`src/rtl/core/assert_macros.svh`:
```
// Assertion helpers for the verify-key core.
`ifndef ASSERT_MACROS_SVH
`define ASSERT_MACROS_SVH

// Property must hold whenever out of reset.
`define ASSERT_CLK(label, clk, rst_n, prop, msg) \
    label: assert property (@(posedge clk) disable iff (!rst_n) (prop)) else $error(msg);

// Property checked every edge, reset included.
`define ASSERT_ALWAYS(label, clk, prop, msg) \
    label: assert property (@(posedge clk) (prop)) else $error(msg);

`endif

```
`src/rtl/core/mvk_pkg.sv`:
```
`timescale 1ns / 1ps
package mvk_pkg;

    localparam int unsigned NumRounds = 64;
    localparam logic [31:0] KeyModulus = 32'hFFFF_FFFE;
    localparam logic [31:0] MsgBits = 32'd64;
    localparam logic [31:0] PadWord = 32'h0000_0080;
    localparam logic [31:0] InitA = 32'h6745_2301;
    localparam logic [31:0] InitB = 32'hefcd_ab89;
    localparam logic [31:0] InitC = 32'h98ba_dcfe;
    localparam logic [31:0] InitD = 32'h1032_5476;

    typedef struct packed {
        logic [31:0] a;
        logic [31:0] b;
        logic [31:0] c;
        logic [31:0] d;
    } t_md5_state;

    localparam logic [31:0] RoundK [64] = '{
        32'hd76aa478, 32'he8c7b756, 32'h242070db, 32'hc1bdceee,
        32'hf57c0faf, 32'h4787c62a, 32'ha8304613, 32'hfd469501,
        32'h698098d8, 32'h8b44f7af, 32'hffff5bb1, 32'h895cd7be,
        32'h6b901122, 32'hfd987193, 32'ha679438e, 32'h49b40821,
        32'hf61e2562, 32'hc040b340, 32'h265e5a51, 32'he9b6c7aa,
        32'hd62f105d, 32'h02441453, 32'hd8a1e681, 32'he7d3fbc8,
        32'h21e1cde6, 32'hc33707d6, 32'hf4d50d87, 32'h455a14ed,
        32'ha9e3e905, 32'hfcefa3f8, 32'h676f02d9, 32'h8d2a4c8a,
        32'hfffa3942, 32'h8771f681, 32'h6d9d6122, 32'hfde5380c,
        32'ha4beea44, 32'h4bdecfa9, 32'hf6bb4b60, 32'hbebfbc70,
        32'h289b7ec6, 32'heaa127fa, 32'hd4ef3085, 32'h04881d05,
        32'hd9d4d039, 32'he6db99e5, 32'h1fa27cf8, 32'hc4ac5665,
        32'hf4292244, 32'h432aff97, 32'hab9423a7, 32'hfc93a039,
        32'h655b59c3, 32'h8f0ccc92, 32'hffeff47d, 32'h85845dd1,
        32'h6fa87e4f, 32'hfe2ce6e0, 32'ha3014314, 32'h4e0811a1,
        32'hf7537e82, 32'hbd3af235, 32'h2ad7d2bb, 32'heb86d391
    };

    localparam logic [4:0] RoundRot [16] = '{
        5'd7, 5'd12, 5'd17, 5'd22, 5'd5, 5'd9, 5'd14, 5'd20,
        5'd4, 5'd11, 5'd16, 5'd23, 5'd6, 5'd10, 5'd15, 5'd21
    };

    function automatic logic [31:0] rotl32(input logic [31:0] v, input logic [4:0] s);
        logic [63:0] w;
        w = {v, v} << s;
        return w[63:32];
    endfunction

    // Message word g of the single padded block.
    function automatic logic [31:0] msg_word(input logic [3:0] g, input logic [31:0] lo,
                                             input logic [31:0] hi);
        logic [31:0] m;
        case (g)
            4'd0: m = lo;
            4'd1: m = hi;
            4'd2: m = PadWord;
            4'd14: m = MsgBits;
            default: m = '0;
        endcase
        return m;
    endfunction

    // One MD5 step for round r (constant at each stage).
    function automatic t_md5_state md5_round(input t_md5_state s, input int unsigned r,
                                             input logic [31:0] lo, input logic [31:0] hi);
        logic [31:0] f;
        logic [3:0] g;
        logic [31:0] t;
        t_md5_state o;
        if (r < 16) begin
            f = (s.b & s.c) | (~s.b & s.d);
            g = 4'(r);
        end else if (r < 32) begin
            f = (s.d & s.b) | (~s.d & s.c);
            g = 4'(5 * r + 1);
        end else if (r < 48) begin
            f = s.b ^ s.c ^ s.d;
            g = 4'(3 * r + 5);
        end else begin
            f = s.c ^ (s.b | ~s.d);
            g = 4'(7 * r);
        end
        t = s.a + f + RoundK[r] + msg_word(g, lo, hi);
        o.a = s.d;
        o.d = s.c;
        o.c = s.b;
        o.b = s.b + rotl32(t, RoundRot[((r >> 4) << 2) | (r & 3)]);
        return o;
    endfunction

endpackage

```
`src/rtl/core/mvk_fold.sv`:
```
`timescale 1ns / 1ps
`include "assert_macros.svh"
// Final add, XOR fold, mod 0xFFFFFFFE plus one; two registered steps.
module mvk_fold (
    input  logic              i_clk,
    input  logic              i_rst_n,
    input  logic              i_en,
    input  logic              i_valid,
    input  mvk_pkg::t_md5_state i_state,
    output logic              o_valid,
    output logic [31:0]       o_key
);
    import mvk_pkg::*;

    logic r_valid0;
    logic r_valid1;
    logic [31:0] r_fold;
    logic [31:0] r_key;
    logic [31:0] n_fold;
    logic [31:0] n_key;

    assign n_fold = (i_state.a + InitA) ^ (i_state.b + InitB)
                  ^ (i_state.c + InitC) ^ (i_state.d + InitD);
    // fold < 2*modulus, so one conditional subtract.
    assign n_key = ((r_fold >= KeyModulus) ? (r_fold - KeyModulus) : r_fold) + 32'd1;

    always_ff @(posedge i_clk) begin
        if (!i_rst_n) begin
            r_valid0 <= 1'b0;
            r_valid1 <= 1'b0;
        end else if (i_en) begin
            r_valid0 <= i_valid;
            r_valid1 <= r_valid0;
        end
    end

    always_ff @(posedge i_clk) begin
        if (i_en) begin
            r_fold <= n_fold;
            r_key <= n_key;
        end
    end

    assign o_valid = r_valid1;
    assign o_key = r_key;

    `ASSERT_CLK(a_key_nonzero, i_clk, i_rst_n, r_valid1 |-> (r_key != 32'd0 && r_key != 32'hFFFF_FFFF), "verify key out of range")
    `ASSERT_CLK(a_valid_chain, i_clk, i_rst_n, (i_en && r_valid0) |=> r_valid1, "fold valid lost")
endmodule

```
`config.mk`:
```
export PLATFORM = sky130hd
export DESIGN_NAME = mvk_fold
export DESIGN_NICKNAME = d
export VERILOG_FILES = /design/src/rtl/core/mvk_pkg.sv /design/src/rtl/core/mvk_fold.sv
export VERILOG_INCLUDE_DIRS = /design/src /design/src/rtl/core
export SDC_FILE = /design/constraint.sdc
export NUM_CORES = 1
export LEC_CHECK = 0
export ABC_AREA = 1
export CAP_MARGIN = 20
export CORE_MARGIN = 3
export CORE_UTILIZATION = 35
export CTS_BUF_LIST = sky130_fd_sc_hd__clkbuf_4 sky130_fd_sc_hd__clkbuf_8
export CTS_CLUSTER_SIZE = 20
export DETAILED_ROUTE_END_ITERATION = 10
export DONT_BUFFER_PORTS = 1
export PLACE_DENSITY = 0.58
export SETUP_SLACK_MARGIN = 0.15
export SLEW_MARGIN = 20
export SYNTH_ARGS = -nofsm -noshare
export SYNTH_HDL_FRONTEND = slang
export SYNTH_SLANG_ARGS = --single-unit
export TNS_END_PERCENT = 50
```
`constraint.sdc`:
```
create_clock -name i_clk -period 2 [get_ports i_clk]
set_input_delay 0.2 -clock i_clk [delete_from_list [all_inputs] [get_ports i_clk]]
set_output_delay 0.2 -clock i_clk [all_outputs]
set_load 0.02 [all_outputs]
```
==> results.yml, run 1 <==
place:
  dpl.hpwl_um: 30300
  place_area_um2: 10500
  dp_slack_ps: -181
  gp_congestion: 0.974
  io_buffers: 0
final_layout:
  fillers: 2772
  postLayoutCellArea_um2: 11200
  drive_above_1_share_pct: 13.3
  final_common_cell: "nand2_1"
  seq_area_um2: 1960
  multi_input_area_um2: 6740
  nets: 1884
  area_growth_pct: 21.8
  antennaDiodeCount: 0
  final_core_util_pct: 44.0
  final_cell_mix: "nand2_1 (555), inv_1 (230), nor2_1 (182)"
pwr:
  p_leak_nw: 5.61
  pwr_density_cell_nw_per_um2: 530
  pwr-share-seq_pct: 35.5
  p_sw_mw: 2.29
  sw_frac_of_total_pct: 38.5
  p_int_mw: 3.66
  p_comb_share_pct: 44.3
  p_clk_share_pct: 20.2
  ir_drop_v: 0.000365
drt:
  postRouteAntennaNets: 0
  first_pass_iters: 5
  wirelength_um: 34900
  vias: 10356
  wl_per_cell_um: 16.8
  drc: 0
  drt-initial-drc-count: 650
  via_per_inst: 4.98
timing:
  rsz0062_at_grt: "yes"
  maxSlewHeadroom_pct: 65.3
  hold_slack_ps: -48.9
  hold_viol: 64
  fin_crit_sh_pct: 104
  timing.final.ws_setup_ps: -71.0
  period_minus_slack_ps: 2070
  tightest_slew_ps: 517
  final-setup-viol-count: 10
  max_freq_mhz: 483
  finClkSkew_ps: 10.2
  slew_viol_final: 0
critical_path:
  cp.required_ps: 2100
  worst_setup_path_start_kind: "flip-flop"
  crit_type: "flip-flop to flip-flop"
  arrival_ps: 2170
  path_max_fanout: 5
  worst_setup_path_end_kind: "flip-flop"
cts:
  clk_latency_ps: 360
  hold_buffers: 2
  cts_max_level: 3
  cts_root_buf: "clkbuf_8"
  clk_pin_slew_worst_paths_ps: 70
  clock_path_buffers: 2
  cts_made_buffers: 9
  cts.sinks: 66
  cts_tree: "yes"
floorplan:
  io_pins: 165
  dieWidth_um: 168
  dieHeight_um: 168
  dieArea_um2: 28300
  initial_utilization_pct: 36.1
  core-area_um2: 25500
  row_count: 58
run_status:
  violations: "negative hold slack, negative setup slack"
  status: "complete, but fails checks"
synth:
  synth.net_count: 1755
  syn_inst: 1616
  synth_cell_types: 40
  yosysWarnings: 0
  avgSynthCellArea_um2: 5.71
  synth_area_um2: 9230
  ys_seq_area_share_pct: 21.3
  ys_seq_elements: 66
grt:
  overflow: 0
  globalRouteTotalUtil_pct: 24.2
  antenna_found_initial: 0
  grt_max_degree: 68
  grt_pass1_wl_um: 54200
  grt_pass1_vias: 10395
min_path:
  hold_class: "primary input to flip-flop"
run:
  cap_violations: 0
[path summary, 6_finish.rpt]
check | start | to | slack [ps] | depth (start not counted)
worst max-delay path | r_fold[30]$_DFFE_PP_ | o_key[26]$_DFFE_PP_ | -70 | 13
worst min-delay path | i_en | o_key[17]$_DFFE_PP_ | -50 | 0
worst max register to register | r_fold[30]$_DFFE_PP_ | o_key[26]$_DFFE_PP_ | -70 | 13
worst min register to register | r_valid0$_SDFFE_PN0P_ | o_valid$_SDFFE_PN0P_ | 480 | 2
[cell families (layout without fill, tap and decap cells)]
kind of cell | Yosys count | in the layout | synth area share (%)
AO/OA/AOI/OAI | 86 | 86 | 5.29
XOR/XNOR | 154 | 154 | 14.6
adder cells (fa/ha/maj) | 7 | 7 | 0.949
buffers and inverters | 245 | 378 | 10.1
flip-flops | 66 | 66 | 21.3
AND/OR/NAND/NOR | 1058 | 1058 | 47.7
[flip-flops by register name (all words and copies together), names as in the netlist]
| name | flops |
|---|---|
| o_key | 32 |
| o_valid | 1 |
| r_fold | 32 |
| r_valid0 | 1 |
[cells in the mapped netlist]
master | n | share of area, %
xnor2_1 | 59 | 5.6
clkbuf_1 | 1 | 0.041
o21bai_1 | 7 | 0.57
a21oi_2 | 2 | 0.19
nand2_2 | 5 | 0.34
nand4_1 | 18 | 1.2
nand3b_1 | 14 | 1.1
a21o_1 | 3 | 0.24
nor3_4 | 1 | 0.18
o2111ai_1 | 1 | 0.095
a21boi_0 | 1 | 0.081
and2_1 | 4 | 0.27
buf_4 | 1 | 0.081
xor2_1 | 95 | 9.0
nand3_2 | 1 | 0.11
and3_1 | 2 | 0.14
o21ai_2 | 2 | 0.19
clkbuf_2 | 1 | 0.054
a31oi_1 | 1 | 0.068
a21oi_1 | 40 | 2.2
nor2b_1 | 2 | 0.14
inv_1 | 233 | 9.5
nor3_1 | 24 | 1.3
ha_1 | 7 | 0.95
or2_2 | 2 | 0.14
buf_2 | 3 | 0.16
o22a_1 | 1 | 0.095
o31ai_1 | 1 | 0.081
nor2_1 | 220 | 8.9
nand2_1 | 571 | 23
edfxtp_1 | 64 | 21
dfxtp_1 | 2 | 0.43
o22ai_1 | 1 | 0.068
o21ai_0 | 25 | 1.4
nand3_1 | 191 | 10
inv_2 | 5 | 0.20
buf_6 | 1 | 0.12
nor3_2 | 1 | 0.11
o211ai_1 | 1 | 0.081
nor2_2 | 2 | 0.14
[power groups by stage]
stage	Clock, mW	Sequential [mW]	Combinational [mW]
4_1_cts	1.23	2.12	2.43
2_1_floorplan	0	2.14	1.47
6_report	1.20	2.12	2.64
5_1_grt	1.29	2.15	2.92
3_5_place_dp	0	2.14	2.35
3_3_place_gp	0	2.14	2.33
[worst max-delay path, cell delays in order (launching register included)]
cell and delay (ps):
edfxtp_1 470, nand2_2 120, nor2_2 50, nand2_2 70, nor2_4 60, nand2_4 130
buf_6 170, nand3_4 90, nor2_4 160, nand3b_1 130, nor2_4 170, nand2_1 70
nand2_1 50, nand2_1 70
[metal layers]
metal | vias to the layer above | routed length [µm] | global-route usage, %
li1 | 5341 | - | -
met1 | 4619 | 13800 | 27.4
met2 | 339 | 17400 | 44.4
met3 | 57 | 2480 | 5.49
met4 | 0 | 1240 | 8.68
met5 | - | 0 | 0
[metrics by stage]
step,power (mW),cells,TNS [ps]
final,5.95,2079,-231
after detailed placement,4.49,2057,-2520
after floorplan,3.61,1616,0
after CTS,5.78,2076,-140
after global routing,6.36,2079,-1940
after global placement,4.46,2057,-1810
[repair_timing]
item	4_1_cts	5_1_grt
resized for setup	46	71
setup endpoints to repair	29	35
hold endpoints to repair	66	64
cloned	0	1
pin swaps	8	17
buffers inserted	2	2
[area by class of cell]
cell class | count | share of cell area [%]
clock inverters | 4 | 0.601
clock buffers | 11 | 1.24
flip-flops and latches | 66 | 17.5
multi-input cells | 1305 | 60.0
well taps | 330 | 3.67
repair buffers | 125 | 9.01
inverters | 238 | 8.04
(Power assumes the default switching activity.)
==> inputs of run 2 (changes only) <==
RECOVER_POWER = 25   (was default)
SLEW_MARGIN = 40   (was 20)
TNS_END_PERCENT = 20   (was 50)
==> run 2 against run 1 <==
  * The flow still finishes with violations (negative hold slack, negative setup slack)
  * Flip-flop and latch count is the same
  * First-iteration DRC count rose by 3.4%
  * Largest power group unchanged
  * Fmax up 2.0%
  * Non-clock buffer count down 1
  * Highest routed layer unchanged
  * Combinational power decreased by 4%
  * Die area stayed put
  * Worst hold slack better by 10 ps
  * Utilization shrank 0.70 points
  * Register-to-register slack better by 40 ps
  * Sequential power hardly changed
  * Count of clock-buffer cells in the layout unchanged
==> results.yml, run 2 (synthesis results as in run 1) <==
run_status:
  status: "complete, but fails checks"
  violations: "negative hold slack, negative setup slack"
timing:
  period_minus_slack_ps: 2030
  setup_tns_ps: -91.8
  final-setup-viol-count: 5
  max_freq_mhz: 493
  fin_crit_sh_pct: 101
  timing.final.ws_setup_ps: -30.0
  finClkSkew_ps: 9.50
  maxSlewHeadroom_pct: 67.2
  rsz0062_at_grt: "yes"
  hold_slack_ps: -38.8
  hold_viol: 64
  slew_viol_final: 0
  tightest_slew_ps: 489
grt:
  grt_pass1_wl_um: 54200
  overflow: 0
  antenna_found_initial: 0
  globalRouteTotalUtil_pct: 24.2
  grt_max_degree: 68
  grt_pass1_vias: 10391
pwr:
  p_comb_share_pct: 43.5
  ir_drop_v: 0.000385
  sw_frac_of_total_pct: 37.9
  pwr-share-seq_pct: 36.1
  p_leak_nw: 5.57
  pwr_density_cell_nw_per_um2: 528
  p_clk_share_pct: 20.4
  p_sw_mw: 2.21
  p_int_mw: 3.63
critical_path:
  cp.required_ps: 2110
  cpMostUsedCell: "nand2_1"
  path_delay_family: "simple AND/OR/NAND/NOR gates"
  crit_type: "flip-flop to flip-flop"
  worst_setup_path_end_kind: "flip-flop"
  arrival_ps: 2140
  cpPeakStageDelay_ps: 470
  cp_slowest_cell: "edfxtp_1"
  worst_setup_path_start_kind: "flip-flop"
  path_max_fanout: 24
  path_cells: "nand2_2 -> nor2_2 -> nand2_2 -> nor2_4 -> nand2_4 -> buf_12 -> nand3_1 -> buf_4 -> nor2_2 -> nand2_1 -> nor2_2 -> nand2_1 -> nand2_1 -> nand2_1"
  path_buf_inv: 2
place:
  io_buffers: 0
  dpl.hpwl_um: 30300
  gp_congestion: 0.974
  place_area_um2: 10500
  dp_slack_ps: -181
floorplan:
  dieWidth_um: 168
  dieArea_um2: 28300
  initial_utilization_pct: 36.1
  row_count: 58
  io_pins: 165
  dieHeight_um: 168
  core-area_um2: 25500
cts:
  cts_root_buf: "clkbuf_8"
  clk_latency_ps: 350
  cts_made_buffers: 9
  cts.sinks: 66
  hold_buffers: 2
  clock_path_buffers: 2
  cts_tree: "yes"
  clk_pin_slew_worst_paths_ps: 70
  cts_max_level: 3
drt:
  drc: 0
  wl_per_cell_um: 16.6
  wirelength_um: 34500
  drt-initial-drc-count: 672
  vias: 10275
  first_pass_iters: 5
  postRouteAntennaNets: 0
  via_per_inst: 4.94
final_layout:
  final_cell_mix: "nand2_1 (559), inv_1 (231), nor2_1 (185)"
  antennaDiodeCount: 0
  drive_above_1_share_pct: 12.6
  nets: 1883
  final_common_cell: "nand2_1"
  postLayoutCellArea_um2: 11100
  area_growth_pct: 19.9
min_path:
  hold_class: "primary input to flip-flop"
run:
  cap_violations: 0
run 2: cell count changes in the layout (fill, tap and decap cells not counted), sizes merged:
cell	before	now
clkbuf	12	11
run 2: final timing paths:
kind,start,endpoint,slack [ps],cells past startpoint
worst max-delay path,r_fold[30]$_DFFE_PP_,o_key[23]$_DFFE_PP_,-30,14
worst min-delay path,i_en,o_key[17]$_DFFE_PP_,-40,0
worst max register to register,r_fold[30]$_DFFE_PP_,o_key[23]$_DFFE_PP_,-30,14
worst min register to register,r_valid0$_SDFFE_PN0P_,o_valid$_SDFFE_PN0P_,480,2
run 2: final cells by class:
cell class	instances	area, µm²
Clock buffer	11	139
Clock inverter	4	67.6
Fill cell	2800	14500
Inverter	238	893
Multi-Input combinational cell	1305	6620
Sequential cell	66	1960
Tap cell	330	413
Timing Repair Buffer	124	968
run 2: worst register-to-register path: cells and delay by family, from the launching register on:
kind	cells	cell delay, ps
buf+inv	2	320
simple gates	12	1000
flops	1	470
run 2: what timing repair did:
action / 4_1_cts / 5_1_grt
endpoints found under the hold margin: 66 / 64
pin swaps: 8 / 10
buffers inserted: 2 / 2
resized for setup: 46 / 37
endpoints found under the setup margin: 29 / 35
run 2: power groups by stage:
stage | Combinational [mW] | Sequential, mW | Clock (mW)
finish | 2.54 | 2.11 | 1.19
global route | 2.83 | 2.14 | 1.29
CTS | 2.43 | 2.12 | 1.23
detailed placement | 2.35 | 2.14 | 0
global placement | 2.33 | 2.14 | 0
floorplan | 1.47 | 2.14 | 0
run 2: layer usage:
layer  vias up  wire length [µm]  global-route usage [%]
met5         -                 0                       0
met4         0              1210                    8.54
met3        60              2390                    5.49
met2       300             17200                    44.5
met1      4579             13700                    27.4
li1       5336                 -                       -
run 2: per-stage QoR:
stage	power, mW	instances	utilization (%)
floorplan	3.61	1616	-
global placement	4.46	2057	41.1
detailed placement	4.49	2057	41.1
CTS	5.78	2076	42.7
global route	6.26	2078	43.3
finish	5.84	2078	43.3
==> inputs of run 3 (changes only) <==
CTS_CLUSTER_SIZE = 16   (was 20)
TNS_END_PERCENT = 1   (was 20)
==> run 3 against run 2 <==
  * Register-to-register slack better by 20 ps
  * Count of clock-buffer cells in the layout unchanged
  * Worst hold slack worse by 0.72 ps
  * Utilization shrank 0.078 points
  * Sequential power about the same
  * The run still ends with negative hold slack, negative setup slack left
  * Global-route usage about the same
==> results.yml, run 3 (synthesis results as in run 1) <==
critical_path:
  cp.required_ps: 2100
  cpPeakStageDelay_ps: 380
  path_cells: "nand2_1 -> nor3_2 -> nand2_2 -> nor2_4 -> nand2_4 -> nand2_2 -> inv_2 -> ha_4 -> inv_2 -> buf_4 -> nor2_2 -> buf_4 -> nand3b_1 -> nand2_1"
  crit_type: "flip-flop to flip-flop"
  cp_slowest_cell: "edfxtp_1"
  worst_setup_path_end_kind: "flip-flop"
  path_delay_family: "simple AND/OR/NAND/NOR gates"
  path_max_fanout: 4
  path_buf_inv: 4
  arrival_ps: 2110
  worst_setup_path_start_kind: "flip-flop"
timing:
  final-setup-viol-count: 1
  rsz0062_at_grt: "yes"
  timing.final.ws_setup_ps: -12.9
  tightest_slew_ps: 500
  slew_viol_final: 0
  period_minus_slack_ps: 2010
  setup_tns_ps: -12.9
  hold_slack_ps: -39.6
  hold_viol: 64
  maxSlewHeadroom_pct: 66.4
  fin_crit_sh_pct: 101
  max_freq_mhz: 497
  finClkSkew_ps: 9.42
run_status:
  status: "complete, but fails checks"
  violations: "negative hold slack, negative setup slack"
cts:
  cts_max_level: 3
  cts_made_buffers: 9
  cts_root_buf: "clkbuf_8"
  hold_buffers: 2
  clock_path_buffers: 2
  clk_pin_slew_worst_paths_ps: 70
  cts_tree: "yes"
  cts.sinks: 66
  clk_latency_ps: 350
place:
  gp_congestion: 0.974
  dp_slack_ps: -181
  io_buffers: 0
  dpl.hpwl_um: 30300
  place_area_um2: 10500
  dp.cells: 2057
final_layout:
  antennaDiodeCount: 0
  final_common_cell: "nand2_1"
  drive_above_1_share_pct: 12.4
  final_cell_mix: "nand2_1 (559), inv_1 (231), nor2_1 (187)"
  nets: 1881
  postLayoutCellArea_um2: 11000
  stdcell_count: 2076
  area_growth_pct: 19.6
  final_core_util_pct: 43.2
floorplan:
  initial_utilization_pct: 36.1
  dieWidth_um: 168
  core-area_um2: 25500
  row_count: 58
  io_pins: 165
  dieArea_um2: 28300
  dieHeight_um: 168
drt:
  first_pass_iters: 5
  postRouteAntennaNets: 0
  vias: 10286
  wirelength_um: 34600
  via_per_inst: 4.95
  drc: 0
  wl_per_cell_um: 16.6
  drt-initial-drc-count: 709
pwr:
  p_leak_nw: 5.57
  p_total_mw: 5.84
  ir_drop_v: 0.000381
  pwr_density_cell_nw_per_um2: 529
grt:
  antenna_found_initial: 0
  overflow: 0
  grt_pass1_vias: 10392
  globalRouteTotalUtil_pct: 24.2
  grt_pass1_wl_um: 54200
  grt_max_degree: 68
run:
  cap_violations: 0
min_path:
  hold_class: "primary input to flip-flop"
run 3: cell count changes in the layout (fill, tap and decap cells not counted):
| cell | delta |
|---|---|
| buf_6 | -2 |
| nor2_2 | -2 |
| nand3_2 | -1 |
| nand3_4 | +1 |
| nor2_1 | +2 |
run 3: worst paths after layout:
kind	start	end	slack, ps	depth (start not counted)
hold / removal	i_en	o_key[17]$_DFFE_PP_	-40	0
setup / recovery	r_fold[28]$_DFFE_PP_	o_key[26]$_DFFE_PP_	-10	14
setup reg to reg	r_fold[28]$_DFFE_PP_	o_key[26]$_DFFE_PP_	-10	14
hold reg to reg	r_valid0$_SDFFE_PN0P_	o_valid$_SDFFE_PN0P_	480	2
run 3: per-layer routing:
| layer | GRT usage (%) | wire, µm | vias up |
|---|---|---|---|
| li1 | - | - | 5333 |
| met4 | 8.54 | 1220 | 0 |
| met3 | 5.49 | 2370 | 59 |
| met1 | 27.4 | 13800 | 4588 |
| met2 | 44.5 | 17200 | 306 |
| met5 | 0 | 0 | - |
run 3: report_power, final:
group | internal [mW] | total (mW) | switching, mW
Combinational | 1.03 | 2.53 | 1.50
Sequential | 1.87 | 2.11 | 0.243
Clock | 0.715 | 1.19 | 0.480
Total | 3.61 | 5.84 | 2.22
run 3: final cells by class:
class / count / area [µm²]
Timing Repair Buffer: 122 / 946
Sequential cell: 66 / 1960
Fill cell: 2794 / 14500
Multi-Input combinational cell: 1305 / 6620
Clock buffer: 11 / 139
Clock inverter: 4 / 67.6
Tap cell: 330 / 413
Inverter: 238 / 893
run 3: repair_timing:
item / 4_1_cts / 5_1_grt
buffers inserted: 2 / 0
resized for setup: 45 / 35
endpoints found under the hold margin: 66 / 64
setup endpoints to repair: 29 / 35
pin swaps: 9 / 6
gates cloned: 0 / 0
